<file path="src/rtl/pfw_ram.sv">
// generic simple dual-port ram with registered read
module pfw_ram
#(
    parameter int WIDTH = 8,
    parameter int DEPTH = 16
)
(
    input  logic                                   clk,
    input  logic                                   we,
    input  logic [((DEPTH > 1) ? $clog2(DEPTH) : 1)-1:0] waddr,
    input  logic [WIDTH-1:0]                       wdata,
    input  logic                                   re,
    input  logic [((DEPTH > 1) ? $clog2(DEPTH) : 1)-1:0] raddr,
    output logic [WIDTH-1:0]                       rdata
);

    logic [WIDTH-1:0] mem [DEPTH];
    logic [WIDTH-1:0] rdata_reg;

    always_ff @(posedge clk)
    begin
        if (we)
        begin
            mem[waddr] <= wdata;
        end
        if (re)
        begin
            rdata_reg <= mem[raddr];
        end
    end

    assign rdata = rdata_reg;

endmodule

</file>
<file path="config.mk">
export PLATFORM = sky130hd
export DESIGN_NAME = pfw_ram
export DESIGN_NICKNAME = d
export VERILOG_FILES = /design/src/rtl/pfw_ram.sv
export SDC_FILE = /design/constraint.sdc
export NUM_CORES = 1
export LEC_CHECK = 0
export BUFFER_PORTS_ARGS = -buffer_cell sky130_fd_sc_hd__buf_2
export CORE_MARGIN = 2
export CORE_UTILIZATION = 50
export CTS_BUF_LIST = sky130_fd_sc_hd__clkbuf_8
export DETAILED_ROUTE_END_ITERATION = 12
export PLACE_DENSITY_LB_ADDON = 0.3
export SLEW_MARGIN = 20
export SYNTH_ARGS = -nofsm -noshare
export SYNTH_HDL_FRONTEND = slang
export SYNTH_SLANG_ARGS = --single-unit
</file>
<file path="constraint.sdc">
create_clock -name clk -period 3.15 [get_ports clk]
set_input_delay 0.315 -clock clk [delete_from_list [all_inputs] [get_ports clk]]
set_output_delay 0.315 -clock clk [all_outputs]
set_load 0.1 [all_outputs]
</file>
==> results.yml <==
setup_path:
  crit_end: "rdata[4]"
  rr_worst_depth: 3
  critical_path_start: "raddr[0]"
  timing.critical_path.to_type: "flip-flop"
  worst_r2r_startpoint: "mem[11][7]"
  reg2reg_to: "rdata[7]"
  max_stage_delay_ns: 0.54
  crit_required_ns: 3.31
  worst-path-buf-inv: 2
  critical_path_arrival_ns: 1.84
  start_kind: "input pin"
  setup.reg_to_reg.worst_slack_ns: 1.65
  critical_path_cell_by_cell: "buf_2 -> buf_4 -> mux4_2 -> a22oi_1 -> nand2_1"
  cp_slowest_cell: "mux4_2"
  path_depth: 5
  critical_path_class: "input pin to flip-flop"
  cpLargestDelayFamily: "buffers and inverters"
  path_max_fanout: 16
clock_tree:
  bufs_on_longest_clock_path: 2
  cts-htree-levels: 4
  cts_root_buffer: "clkbuf_8"
  insertion_delay_ns: 0.42
  postCtsSetupRepairBufs: 0
  tritoncts: "yes"
  holdBufCountCts: 0
  number_of_buffers_created_by_cts: 17
  clk_pin_slew_worst_paths_ns: 0.08
  clock_sinks: 136
  post_cts_resized: 0
place:
  place.detailed.instances: 387
  finalWeightedCongestion: 0.738
  postPlaceCellArea_sq_um: 5490
  port_buffers: 26
  dp_hpwl_mm: 5.98
pwr:
  comb_power_share_pct: 6.7
  worst_ir_drop_vdd_mv: 0.301
  switching_power_uw: 807
  seq_power_share_pct: 58.1
  clkPwrFrac_pct: 35.2
  static_leakage_power_uw: 0.00191
  power-per-cell-area_nw_per_um2: 604
  p_int_uw: 2720
  power_switching_share_pct: 22.9
die:
  fp.dieH_um: 106
  die_width_um: 106
  core.rowCount: 37
  boundaryPins: 27
  floorplan.core_area_sq_um: 10200
  floorplan.initialDensity_pct: 51.1
  die_area_sq_um: 11300
timing:
  setup-tns-final_ns: 0
  finClkSkew_ns: 0.0107
  timing_hold_violations_final: 0
  fmax_mhz: 598
  worst_hold_slack_ns: 0.275
  max_slew.worst_pin.slew_ns: 0.939
  finalCritPeriodShare_pct: 53.1
  final_setup_violation_count: 0
  max_slew_margin_pct: 37.1
  grt_setup_unrepaired: "no"
  maxSlewViolCount: 0
  period_needed_ns: 1.67
yosys:
  mappedNetlistNets: 248
  netlist_area_sq_um: 5230
  syn-instance-count: 229
  part_of_the_yosys_area_used_for_sequential_elements_pct: 78.1
  syn_area_per_cell_sq_um: 22.8
  synth-seq-cells: 136
  yosysUniqueCellTypes: 18
  yosysWarnings: 0
detailed_routing:
  drt_pass1_iterations: 5
  routed_wire_length_per_instance_um: 22.6
  vias_per_cell: 5.59
  wire_length_reported_by_the_detailed_router_mm: 9.46
  vias: 2342
  detail_route.iter0.violations: 239
  antenna_violating_nets_post_route: 0
  post-route-drc-count: 0
run_status:
  run_status: "finished, final reports clean"
grt:
  antenna_found_initial: 0
  first_global_vias: 2435
  grt_util_all_layers_pct: 18.8
  pin_count_of_the_biggest_net_entering_global_routing: 33
  grt_first_pass_wirelength_mm: 14.5
  grt_overflow: 0
layout:
  total_non_filler_cell_area_in_the_finished_layout_sq_um: 5830
  largest_reg_flops: 128
  finalNonFillerCells: 419
  antennaDiodeCount: 0
  drive_above_1_share_pct: 28.3
  final_util_pct: 57.0
  area_delta_synth_final_pct: 11.6
  num-nets-final: 289
run:
  max_cap_viol_count: 0
worst_hold_path:
  min_path_type: "input pin to flip-flop"
-- cells by family after synthesis --
family	Yosys count	share of synthesized area, %
DFF	136	78.1
muxes	32	14.8
buffers and inverters	10	1.65
and+or+nand+nor	35	3.14
AOI/OAI and AO/OA	16	2.30
-- worst min-delay path by stage --
stage	start	endpoint	slack (ns)	cells past startpoint
final	wdata[2]	mem[10][2]	0.28	1
after global routing	wdata[2]	mem[11][2]	0.25	1
after CTS	wdata[4]	mem[7][4]	0.27	1
after detailed placement	wdata[4]	mem[6][4]	0.72	1
after global placement	wdata[0]	mem[9][0]	0.70	1
after floorplan	wdata[0]	mem[0][0]	0.41	0
-- cell type report --
class                      count  area [sq um]
fill                         757          4400
sequential                   136          4080
multi-input combinational     83          1060
clock buffer                  17           234
timing repair buffer          32           175
tap                          136           170
clock inverter                15           111
-- through the flow --
stage | worst slack, ns | total power (uW)
2_1_floorplan | 1.34 | 2250
3_3_place_gp | 1.02 | 2320
3_5_place_dp | 1.01 | 2330
4_1_cts | 1.47 | 3550
5_1_grt | 1.38 | 3650
6_report | 1.48 | 3520
-- power groups by stage --
stage | Clock [uW] | Combinational, uW | Sequential, uW
floorplan | 0 | 103 | 2150
global placement | 0 | 237 | 2090
detailed placement | 0 | 241 | 2090
CTS | 1260 | 241 | 2050
global route | 1350 | 255 | 2050
finish | 1240 | 237 | 2050
-- cell usage in the layout (no fill, tap or decap), types with 2 or more instances in the layout --
cell type	Yosys	routed
a22oi_1	16	16
buf_2	3	26
buf_4	1	6
clkbuf_8	0	17
clkinv_1	0	3
clkinv_2	0	6
clkinvlp_4	0	3
edfxtp_1	136	136
mux4_1	14	14
mux4_2	18	18
nand2_1	9	9
nand2b_1	2	2
nand3b_1	2	2
nor2_1	13	13
nor3_1	4	4
-- metal layers --
metal | global-route usage (%) | part of all wire [%] | vias up
met1 | 26.4 | 40 | 1173
met4 | 6.48 | 0.94 | 0
li1 | - | - | 1061
met5 | 0 | 0 | -
met2 | 28.8 | 50 | 103
met3 | 5.03 | 8.6 | 5
-- cells in the mapped netlist --
cell	instances	area [sq um]
nor2_1	13	48.8
nand3_1	1	5.00
buf_4	1	7.51
edfxtp_1	136	4080
and2b_1	1	7.51
mux4_2	18	405
nor3_1	4	20.0
a22oi_1	16	120
nor2b_1	1	6.26
buf_2	3	15.0
mux4_1	14	368
nand2b_1	2	12.5
clkdlybuf4s25_2	3	30.0
and2_1	1	6.26
nand2_1	9	33.8
nand3b_1	2	15.0
buf_6	3	33.8
or3b_2	1	8.76
(Power assumes the default switching activity.)
