### src/rtl/pfw_pkg.sv
// shared types and constants of the per-peer fixed-window rate limiter
package pfw_pkg;

    typedef enum logic [1:0] {
        OP_ALLOW  = 2'd0,
        OP_REPORT = 2'd1,
        OP_COUNT  = 2'd2,
        OP_TOTAL  = 2'd3
    } op_t;

    localparam int CFG_IDX_W = 1;
    localparam logic [CFG_IDX_W-1:0] CFG_MAX_MESSAGES  = 1'b0;
    localparam logic [CFG_IDX_W-1:0] CFG_WINDOW_LENGTH = 1'b1;

    localparam logic [31:0] MAX_MESSAGES_RESET  = 32'd100;
    localparam logic [31:0] WINDOW_LENGTH_RESET = 32'd60;

    // one table entry as stored in the entry memory
    typedef struct packed {
        logic        valid;
        logic [31:0] peer;
        logic [3:0]  mtype;
        logic [39:0] start;
        logic [31:0] count;
    } entry_t;

    localparam int ENTRY_W = $bits(entry_t);

    // per-entry evaluation result handed from the evaluator to the sequencer
    typedef struct packed {
        logic        vld;
        logic        last;
        logic        match;
        logic        peer_match;
        logic        free;
        logic        dead;
        logic        stale;
        logic [39:0] start;
        logic [31:0] count;
        logic [31:0] live;
    } eval_t;

endpackage

### src/rtl/pfw_eval.sv
// per-entry evaluator: key match, window staleness and live count, registered
module pfw_eval
    import pfw_pkg::*;
#(
    parameter int IDX_W = 6
)
(
    input  logic             clk,
    input  logic             rst_n,
    input  logic             in_vld,
    input  logic             in_last,
    input  logic [IDX_W-1:0] in_idx,
    input  entry_t           word,
    input  logic [31:0]      key_peer,
    input  logic [3:0]       key_type,
    input  logic [39:0]      now,
    input  logic [31:0]      window_length,
    output eval_t            ev,
    output logic [IDX_W-1:0] ev_idx
);

    eval_t            ev_reg;
    eval_t            ev_next;
    logic [IDX_W-1:0] ev_idx_reg;
    logic [39:0]      age;
    logic             stale;
    logic             peer_eq;

    always_comb
    begin
        age     = now - word.start;
        stale   = (now < word.start) || (age >= {8'd0, window_length});
        peer_eq = word.valid && (word.peer == key_peer);

        ev_next.vld        = in_vld;
        ev_next.last       = in_last;
        ev_next.peer_match = peer_eq;
        ev_next.match      = peer_eq && (word.mtype == key_type);
        ev_next.free       = !word.valid;
        // expired, time-reversed or never counted
        ev_next.dead       = word.valid && (stale || (word.count == 32'd0));
        ev_next.stale      = stale;
        ev_next.start      = word.start;
        ev_next.count      = word.count;
        ev_next.live       = stale ? 32'd0 : word.count;
    end

    always_ff @(posedge clk or negedge rst_n)
    begin
        if (!rst_n)
        begin
            ev_reg <= '0;
        end
        else
        begin
            ev_reg <= ev_next;
        end
    end

    always_ff @(posedge clk)
    begin
        ev_idx_reg <= in_idx;
    end

    assign ev     = ev_reg;
    assign ev_idx = ev_idx_reg;

endmodule
### config.mk
export PLATFORM = sky130hd
export DESIGN_NAME = pfw_eval
export DESIGN_NICKNAME = d
export VERILOG_FILES = /design/src/rtl/pfw_pkg.sv /design/src/rtl/pfw_eval.sv
export SDC_FILE = /design/constraint.sdc
export NUM_CORES = 1
export LEC_CHECK = 0
export ABC_AREA = 1
export BUFFER_PORTS_ARGS = -buffer_cell sky130_fd_sc_hd__clkbuf_2
export CAP_MARGIN = 20
export CORE_MARGIN = 1.5
export CORE_UTILIZATION = 30
export DETAILED_ROUTE_END_ITERATION = 8
export GPL_TIMING_DRIVEN = 0
export SLEW_MARGIN = 20
export SYNTH_ARGS = -nofsm -noshare
export SYNTH_HDL_FRONTEND = slang
export SYNTH_SLANG_ARGS = --single-unit
### constraint.sdc
create_clock -name clk -period 0.8 [get_ports clk]
set_input_delay 0.04 -clock clk [delete_from_list [all_inputs] [get_ports clk]]
set_output_delay 0.04 -clock clk [all_outputs]
set_load 0.05 [all_outputs]
==> qor.yml, run 1 <==
setup_path:
  slowest_delay_ns: 0.37
  startpoint: "now[0]"
  path_class: "in2reg"
  cp-end-kind: "flop"
  crit_chain: "buf_8, inv_8, ha_4, fa_2, inv_2, nand3_2, nand3_4, a21oi_4, o21ai_2, buf_4, a31oi_1, xnor2_1, ha_2, nor4b_1, nand2_1, nand2_1, nor2_2, nand3_2, nor2_4, clkinv_4, buf_6, nor2_1"
  setup.worst_path.start_class: "input port"
  cp_max_fo: 10
  cp.required_ns: 1.12
  crit_arrival_ns: 3.24
  crit_path_top_delay_cell: "fa_2"
cells_and_area:
  drive_gt1_share_pct: 39.6
  final_area_sq_um: 13200
  syn_to_final_growth_pct: 79.5
  largest_reg_flops: 111
  final_cells: 1759
  fin_nets: 1720
die:
  die_area_sq_um: 25400
  die_h_um: 159
  fp-row-count: 57
  dieWidth_um: 159
  core_area_sq_um: 24200
  io_pins: 344
  start_util_pct: 30.4
outcome:
  outcome: "complete, but fails checks"
  violations: "hold timing, setup timing"
detailed_routing:
  vias: 8072
  antenna_left: 0
  drc: 0
  drt_iter0_markers: 415
  viasPerCell: 4.59
  firstDrtPassIters: 5
  wl_per_cell_um: 16.2
  routed_wl_um: 28500
timing:
  relSlewSlack_pct: 67.2
  final_critical_path_setup_slack_ns: -2.12
  timing.hold.ws_ns: -0.0152
  tns_ns: -92.07
  hold_viol_final: 2
  finalCriticalPeriod_ns: 2.92
  finalCritPeriodShare_pct: 365
  rsz0062_at_grt: "true"
  fmax_mhz: 342
  slew_viol_final: 0
  setup_viol: 151
  tightest_slew_ns: 0.487
logic_synthesis:
  avgSynthCellArea_sq_um: 7.71
  synth_cells: 953
  synthDistinctLibCells: 38
  synth-seq-cells: 117
  ys_seq_area_share_pct: 39.5
  synth.net_count: 1253
  synth-edff-count: 0
  syn_area_sq_um: 7340
  async_flop_share_pct: 94.9
  synth_flop_cell: "dfrtp_1"
  ys_warn_count: 0
placed_design:
  dp_cells: 1621
  hpwlAfterDp_um: 21200
  placed_area_sq_um: 9630
  portBuffers: 343
  gp_congestion: 0.941
power:
  p_leak_nw: 6.84
  power_mw: 21.4
  p_per_area_nw_per_um2: 1620
  vdd_drop_max_v: 0.00119
worst_hold_path:
  min_path_type: "in2reg"
  min_from: "word[72]"
cts:
  max-clock-path-buffers: 2
  h-tree-depth: 4
  tritoncts: "done"
  clk_pin_slew_worst_paths_ns: 0.06
  cts_made_buffers: 17
  cts_root_buf: "clkbuf_16"
  cts.sinks: 117
global_route:
  grt_antenna_before_repair: 2
  grt_pass1_vias: 8202
  grt_usage_pct: 21.6
  grt_max_degree: 71
  overflow: 0
  grt_pass1_wl_um: 42800
run:
  cap_violations: 0
==> layout make-up <==
| class | instances | area, sq um |
|---|---|---|
| Buffer | 3 | 41.3 |
| Inverter | 196 | 748 |
| Sequential cell | 117 | 2910 |
| Multi-Input combinational cell | 637 | 4490 |
| Timing Repair Buffer | 448 | 3970 |
| Tap cell | 324 | 405 |
| Antenna cell | 2 | 5.00 |
| Clock inverter | 15 | 193 |
| Clock buffer | 17 | 425 |
| Fill cell | 2130 | 11000 |
==> per-stage QoR <==
step / hold slack, ns / utilization [%] / worst slack [ns]
global route: 0.00628 / 54.5 / -2.31
global placement: 0.142 / 39.7 / -2.73
floorplan: -0.256 / - / -1.78
detailed placement: -0.00982 / 39.8 / -2.75
finish: -0.0152 / 54.5 / -2.12
CTS: -0.0355 / 51.8 / -2.00
==> placed cells by master, fill, tap and decap left out, drive strengths merged, types with 9 or more instances in the layout <==
cell type / n
o21ai: 26
ha: 72
nand4: 10
a21oi: 61
xor2: 26
nor2: 116
nor3: 9
dfrtp: 111
nand3: 35
buf: 143
dlygate4sd3: 82
nand2: 218
xnor2: 16
inv: 203
clkbuf: 243
==> metal layers <==
layer	share of wire, %	GRT usage, %	vias to the layer above	wire length, um
met4	2.2	6.48	0	614
met5	0	0	-	0
li1	-	-	3943	-
met3	4.3	3.41	33	1220
met1	42	26.6	3827	12100
met2	51	38.7	269	14600
==> path summary, 6_finish.rpt <==
| check | endpoint | slack [ns] | cells after the start |
|---|---|---|---|
| worst max-delay path | ev[8] | -2.12 | 22 |
| worst min-delay path | ev[108] | -0.02 | 4 |
| max in group asynchronous | ev[110] | 0.10 | 3 |
| min in group asynchronous | ev[67] | 0.11 | 2 |
==> worst max-delay path: cells and delay by family <==
kind | cells | cell delay [ns]
AOI/OAI and AO/OA | 3 | 0.36
and+or+nand+nor | 9 | 1.04
adders and majority gates | 3 | 0.85
buffers and inverters | 6 | 0.67
xor gates and xnor gates | 1 | 0.29
==> synth_stat cells (all sizes together) (2+ instances only) <==
master    n  share of area [%]
nand2   218                 11
inv     196                 10
nor2    116                6.4
dfrtp   111                 38
ha       72                 12
a21oi    61                4.2
nand3    35                2.7
o21ai    26                1.8
xor2     26                3.1
xnor2    16                1.9
nand4    10               0.85
nor3      9               0.61
nor4      8               0.68
o22ai     7               0.60
a31oi     6               0.51
dfxtp     6                1.6
a221oi    5               0.60
or2       4               0.34
buf       3               0.46
o21bai    3               0.31
a22o      2               0.24
o211ai    2               0.27
o21a      2               0.20
==> cells by family (layout without fill, tap and decap cells) <==
group           after synthesis  after routing  synth area share (%)
compound gates              119            119                  9.28
xor+xnor                     42             42                  5.01
fa+ha+maj                    73             73                  12.5
buf+inv                     199            679                  10.5
flops                       117            117                  39.5
other cells                   0              2                     0
simple gates                403            403                  23.2
==> power by group <==
part	internal, mW	switching, mW	total (mW)
logic	3.02	3.94	6.96
registers	6.13	0.158	6.29
clock network	4.99	3.12	8.12
total	14.1	7.22	21.4
==> timing repair <==
item / CTS / global route
hold buffers: 82 / 0
hold endpoints to repair: 227 / 0
setup endpoints to repair: 153 / 223
pin swaps: 16 / 16
resized for setup: 301 / 218
cloned: 1 / 1
buffers inserted: 7 / 13
(Power assumes the default switching activity.)
==> inputs of run 2 (changes only) <==
--- a/config.mk
+++ b/config.mk
@@ -11,7 +11,9 @@
 export CORE_MARGIN = 1.5
 export CORE_UTILIZATION = 30
 export DETAILED_ROUTE_END_ITERATION = 8
+export GPL_ROUTABILITY_DRIVEN = 1
 export GPL_TIMING_DRIVEN = 0
+export SETUP_SLACK_MARGIN = 0.2
 export SLEW_MARGIN = 20
 export SYNTH_ARGS = -nofsm -noshare
 export SYNTH_HDL_FRONTEND = slang
==> qor.yml, run 2 (same netlist as run 1, synthesis figures left out) <==
global_route:
  grt_pass1_vias: 8200  # was 8,202
  grt_usage_pct: 21.5  # was 21.6%
  grt_pass1_wl_um: 42400  # was 42,800 um
  grt_antenna_before_repair: 3  # was 2
  grt_max_degree: 66  # was 71
  overflow: 0  # unchanged
timing:
  timing.hold.ws_ns: -0.442  # was -0.0152 ns
  relSlewSlack_pct: 69.4  # was 67.2%
  setup_viol: 151  # unchanged
  tightest_slew_ns: 0.455  # was 0.487 ns
  fmax_mhz: 353  # was 342 MHz
  rsz0062_at_grt: "true"  # unchanged
  finalCriticalPeriod_ns: 2.83  # was 2.92 ns
  final_critical_path_setup_slack_ns: -2.03  # was -2.12 ns
  slew_viol_final: 0  # unchanged
  finalCritPeriodShare_pct: 354  # was 365%
  hold_viol_final: 114  # was 2
  tns_ns: -91.41  # was -92.07 ns
setup_path:
  crit_arrival_ns: 3.15  # was 3.24 ns
  setup.worst_path.start_class: "input port"  # unchanged
  cp.required_ns: 1.13  # was 1.12 ns
  path_class: "in2reg"  # unchanged
  cp-end-kind: "flop"  # unchanged
  cp_max_fo: 10  # unchanged
cts:
  cts_hold_buf: 81  # was 82
  cts_root_buf: "clkbuf_16"  # unchanged
  cts.sinks: 117  # unchanged
  max-clock-path-buffers: 2  # unchanged
  clk_pin_slew_worst_paths_ns: 0.06  # about the same
  tritoncts: "done"  # unchanged
  cts_made_buffers: 17  # unchanged
  h-tree-depth: 4  # unchanged
die:
  io_pins: 344  # unchanged
  die_area_sq_um: 25400  # unchanged
  dieWidth_um: 159  # unchanged
  fp-row-count: 57  # unchanged
  start_util_pct: 30.4  # unchanged
  core_area_sq_um: 24200  # unchanged
  die_h_um: 159  # unchanged
detailed_routing:
  firstDrtPassIters: 5  # unchanged
  vias: 8126  # was 8,072
  drt_iter0_markers: 491  # was 415
  viasPerCell: 4.61  # was 4.59
  wl_per_cell_um: 16.3  # was 16.2 um
  drc: 0  # unchanged
  antenna_left: 0  # unchanged
  routed_wl_um: 28800  # was 28,500 um
run:
  cap_violations: 0  # unchanged
cells_and_area:
  final_cell_mix: "clkbuf_2, inv_1, nand2_1, buf_8, dfrtp_2"  # was clkbuf_2, inv_1, nand2_1, buf_8, dfrtp_1
  drive_gt1_share_pct: 49.2  # was 39.6%
  syn_to_final_growth_pct: 84.1  # was 79.5%
  largest_reg_flops: 111  # unchanged
  final_area_sq_um: 13500  # was 13,200 sq um
  mostFrequentLayoutCell: "clkbuf_2"  # unchanged
  fin_nets: 1723  # was 1,720
  nFillCells: 2098  # was 2,130
  final_cells: 1764  # was 1,759
power:
  power_mw: 21.8  # was 21.4 mW
  vdd_drop_max_v: 0.00138  # was 0.00119 V
  p_leak_nw: 6.78  # was 6.84 nW
  p_per_area_nw_per_um2: 1610  # was 1620 nW/um^2
worst_hold_path:
  min_path_type: "in2async"  # was in2reg
placed_design:
  portBuffers: 343  # unchanged
  dp_cells: 1621  # unchanged
  gp_congestion: 0.912  # was 0.941
  placed_area_sq_um: 9770  # was 9630 sq um
  hpwlAfterDp_um: 21100  # was 21,200 um
outcome:
  violations: "hold timing, setup timing"  # unchanged
  outcome: "complete, but fails checks"  # unchanged
==> run 2: worst paths after layout <==
path	from	to	slack (ns)	depth (start not counted)
max in group asynchronous	rst_n	ev[20]	0.54	2
worst max-delay path	now[0]	ev[2]	-2.03	26
min in group clk	word[72]	ev[108]	-0.06	4
worst min-delay path	rst_n	ev[65]	-0.44	1
==> run 2: per-stage QoR <==
stage	setup WS [ns]	utilization (%)
final	-2.03	55.9
after CTS	-1.97	52.0
after detailed placement	-2.86	40.4
after floorplan	-1.78	-
after global routing	-2.27	55.9
after global placement	-2.82	40.3
==> run 2: repair_timing <==
action	4_1_cts	5_1_grt
gates resized for setup	291	271
buffers inserted	7	18
hold endpoints to repair	227	47
endpoints found under the setup margin	153	153
pin swaps	19	44
gates cloned	0	1
==> run 2: layout make-up <==
type                       count  area (sq um)  area share, %
buffer                         3          46.3          0.342
timing repair buffer         451          4000           29.6
clock inverter                14           200           1.48
inverter                     196           751           5.55
tap                          324           405           3.00
antenna                        4          10.0         0.0740
sequential                   117          3040           22.5
clock buffer                  18           439           3.25
multi-input combinational    637          4630           34.2
==> run 2: layer usage <==
metal / share of wire, % / wire (um) / global-route usage, %
met5: 0 / 0 / 0
met4: 2.9 / 827 / 9.13
met3: 4.6 / 1320 / 3.99
met2: 51 / 14600 / 36.6
met1: 42 / 12100 / 26.6
==> run 2: report_power, final <==
group | total, mW | switching (mW) | internal [mW]
Clock | 8.30 | 2.96 | 5.34
Combinational | 7.20 | 4.06 | 3.13
Sequential | 6.33 | 0.164 | 6.17
Total | 21.8 | 7.19 | 14.6
==> run 2: critical path: stages <==
cell      delay, ns
buf_8          0.08
inv_8          0.03
ha_4           0.15
fa_2           0.36
inv_2          0.08
nand3_2        0.08
nand3_4        0.11
buf_6          0.12
nand4_1        0.10
nand3_2        0.17
xor2_2         0.20
ha_1           0.25
nand2_1        0.08
nor2_2         0.05
nand2_2        0.06
inv_1          0.05
a21oi_2        0.11
nand2_1        0.07
nand2_1        0.06
nand2_1        0.06
nor2_2         0.11
nand3_2        0.10
nor2_4         0.20
clkinv_4       0.14
buf_6          0.17
nor2_1         0.11
==> inputs of run 3 (changes only) <==
--- a/config.mk
+++ b/config.mk
@@ -13,6 +13,7 @@
 export DETAILED_ROUTE_END_ITERATION = 8
 export GPL_ROUTABILITY_DRIVEN = 1
 export GPL_TIMING_DRIVEN = 0
+export PLACE_DENSITY = 0.61
 export SETUP_SLACK_MARGIN = 0.2
 export SLEW_MARGIN = 20
 export SYNTH_ARGS = -nofsm -noshare
==> qor.yml, run 3 (same netlist as run 1, synthesis figures left out) <==
outcome:
  outcome: "complete, but fails checks"  # unchanged
  violations: "hold timing, setup timing"  # unchanged
detailed_routing:
  firstDrtPassIters: 5  # unchanged
  drc: 0  # unchanged
  vias: 8136  # was 8,126
  wl_per_cell_um: 16.6  # was 16.3 um
  antenna_left: 0  # unchanged
  routed_wl_um: 29400  # was 28,800 um
  drt_iter0_markers: 351  # was 491
  viasPerCell: 4.61  # about the same
die:
  core_area_sq_um: 24200  # unchanged
  die_area_sq_um: 25400  # unchanged
  die_h_um: 159  # unchanged
  dieWidth_um: 159  # unchanged
  fp-row-count: 57  # unchanged
  start_util_pct: 30.4  # unchanged
  io_pins: 344  # unchanged
setup_path:
  cp.required_ns: 1.13  # about the same
  setup.worst_path.start_class: "input port"  # unchanged
  startpoint: "word[44]"  # was now[0]
  cp_max_fo: 7  # was 10
  crit_arrival_ns: 3.22  # was 3.15 ns
  crit_end: "ev[18]"  # was ev[2]
  cp-end-kind: "flop"  # unchanged
  path_class: "in2reg"  # unchanged
power:
  p_leak_nw: 6.80  # was 6.78 nW
  p_int_mw: 14.7  # was 14.6 mW
  pwr-share-clk_pct: 37.9  # was 38.0%
  p_per_area_nw_per_um2: 1610  # about the same
  pwr-share-seq_pct: 29.0  # about the same
  netSwitchingPower_mw: 7.18  # was 7.19 mW
  comb_power_share_pct: 33.1  # was 33.0%
  vdd_drop_max_v: 0.00135  # was 0.00138 V
  swShare_pct: 32.9  # about the same
cells_and_area:
  fin_nets: 1725  # was 1,723
  nFillCells: 2005  # was 2,098
  final_core_util_pct: 56.1  # was 55.9%
  syn_to_final_growth_pct: 84.8  # was 84.1%
  multi_input_area_sq_um: 4660  # was 4630 sq um
  largest_reg_flops: 111  # unchanged
  drive_gt1_share_pct: 49.8  # was 49.2%
  final_cell_mix: "clkbuf_2, inv_1, nand2_1, buf_8, dfrtp_2"  # unchanged
  final_cells: 1766  # was 1,764
  regArea_sq_um: 3040  # unchanged
  mostFrequentLayoutCell: "clkbuf_2"  # unchanged
timing:
  final_critical_path_setup_slack_ns: -2.09  # was -2.03 ns
  timing.hold.ws_ns: -0.473  # was -0.442 ns
  finalCriticalPeriod_ns: 2.89  # was 2.83 ns
  setup_viol: 151  # unchanged
  fmax_mhz: 346  # was 353 MHz
  tightest_slew_ns: 0.572  # was 0.455 ns
  finalCritPeriodShare_pct: 361  # was 354%
  relSlewSlack_pct: 61.5  # was 69.4%
  rsz0062_at_grt: "true"  # unchanged
  slew_viol_final: 0  # unchanged
  hold_viol_final: 112  # was 114
global_route:
  grt_pass1_vias: 8259  # was 8,200
  grt_antenna_before_repair: 4  # was 3
  grt_usage_pct: 22.2  # was 21.5%
  grt_max_degree: 76  # was 66
  grt_pass1_wl_um: 43800  # was 42,400 um
  overflow: 0  # unchanged
worst_hold_path:
  min_path_type: "in2async"  # unchanged
cts:
  cts.sinks: 117  # unchanged
  h-tree-depth: 4  # unchanged
  max-clock-path-buffers: 2  # unchanged
  tritoncts: "done"  # unchanged
  clk_pin_slew_worst_paths_ns: 0.06  # about the same
  cts_made_buffers: 17  # unchanged
  cts_root_buf: "clkbuf_16"  # unchanged
placed_design:
  gp_congestion: 0.897  # was 0.912
  hpwlAfterDp_um: 21600  # was 21,100 um
  portBuffers: 343  # unchanged
  dp_cells: 1621  # unchanged
run:
  cap_violations: 0  # unchanged
-- run 3: worst min-delay path by stage --
stage | endpoint | cells after the start | slack (ns)
2_1_floorplan | ev[0] | 0 | -0.26
3_3_place_gp | ev_idx[3] | 1 | 0.14
3_5_place_dp | ev[65] | 1 | -0.02
4_1_cts | ev[65] | 1 | -0.47
5_1_grt | ev[65] | 1 | -0.45
6_report | ev[65] | 1 | -0.47
-- run 3: timing repair --
action                                 CTS  global route
hold buffers                            80             1
gates cloned                             1             0
buffers inserted                        12            15
gates resized for setup                332           239
setup endpoints to repair              153           153
pin swaps                               20            53
endpoints found under the hold margin  227            57
-- run 3: worst max-delay path: stages --
cell      delay, ns
clkbuf_2       0.11
inv_1          0.07
ha_4           0.27
nand2_2        0.13
inv_1          0.07
a21oi_2        0.21
nand2_1        0.15
nand2_2        0.11
nand3_4        0.11
xor2_2         0.17
ha_1           0.29
nand2_1        0.08
o21a_1         0.12
nand2_1        0.05
a21oi_1        0.10
nand2_1        0.08
nand2_1        0.06
nand2_1        0.06
nor2_2         0.13
nand3_2        0.09
nor2_4         0.23
clkinv_4       0.16
buf_8          0.18
nor2_4         0.11
-- run 3: per-stage QoR --
step / cell area, sq um / TNS (ns) / setup WS (ns) / power [mW] / hold slack [ns]
finish: 13600 / -92.73 / -2.09 / 21.8 / -0.473
CTS: 12800 / -94.74 / -2.03 / 21.1 / -0.468
floorplan: 7620 / -59.44 / -1.78 / 9.83 / -0.256
global route: 13600 / -103.82 / -2.32 / 22.9 / -0.453
detailed placement: 9770 / -91.47 / -2.85 / 11.7 / -0.0240
global placement: 9740 / -326.72 / -2.88 / 11.6 / 0.143
-- run 3: metal layers --
layer  up-vias  share of wire, %  track usage (%)
met2       260                53             40.1
met3        44               4.3             3.86
met1      3883                41             26.8
met4         0               2.4             6.82
met5         -                 0                0
li1       3949                 -                -
-- run 3: layout make-up --
cell class / count / area share, %
multi-input combinational: 637 / 34.3
timing repair buffer: 453 / 29.6
sequential: 117 / 22.4
inverter: 196 / 5.53
clock buffer: 18 / 3.24
tap: 324 / 2.99
clock inverter: 14 / 1.47
buffer: 3 / 0.341
antenna: 4 / 0.0738
-- run 3: power groups by stage --
stage          combinational, mW  sequential [mW]  clock, mW
2_1_floorplan               2.70             7.12          0
3_3_place_gp                5.24             6.33          0
3_5_place_dp                5.32             6.34          0
4_1_cts                     6.49             6.26       8.38
5_1_grt                     7.87             6.35       8.66
6_report                    7.23             6.33       8.27
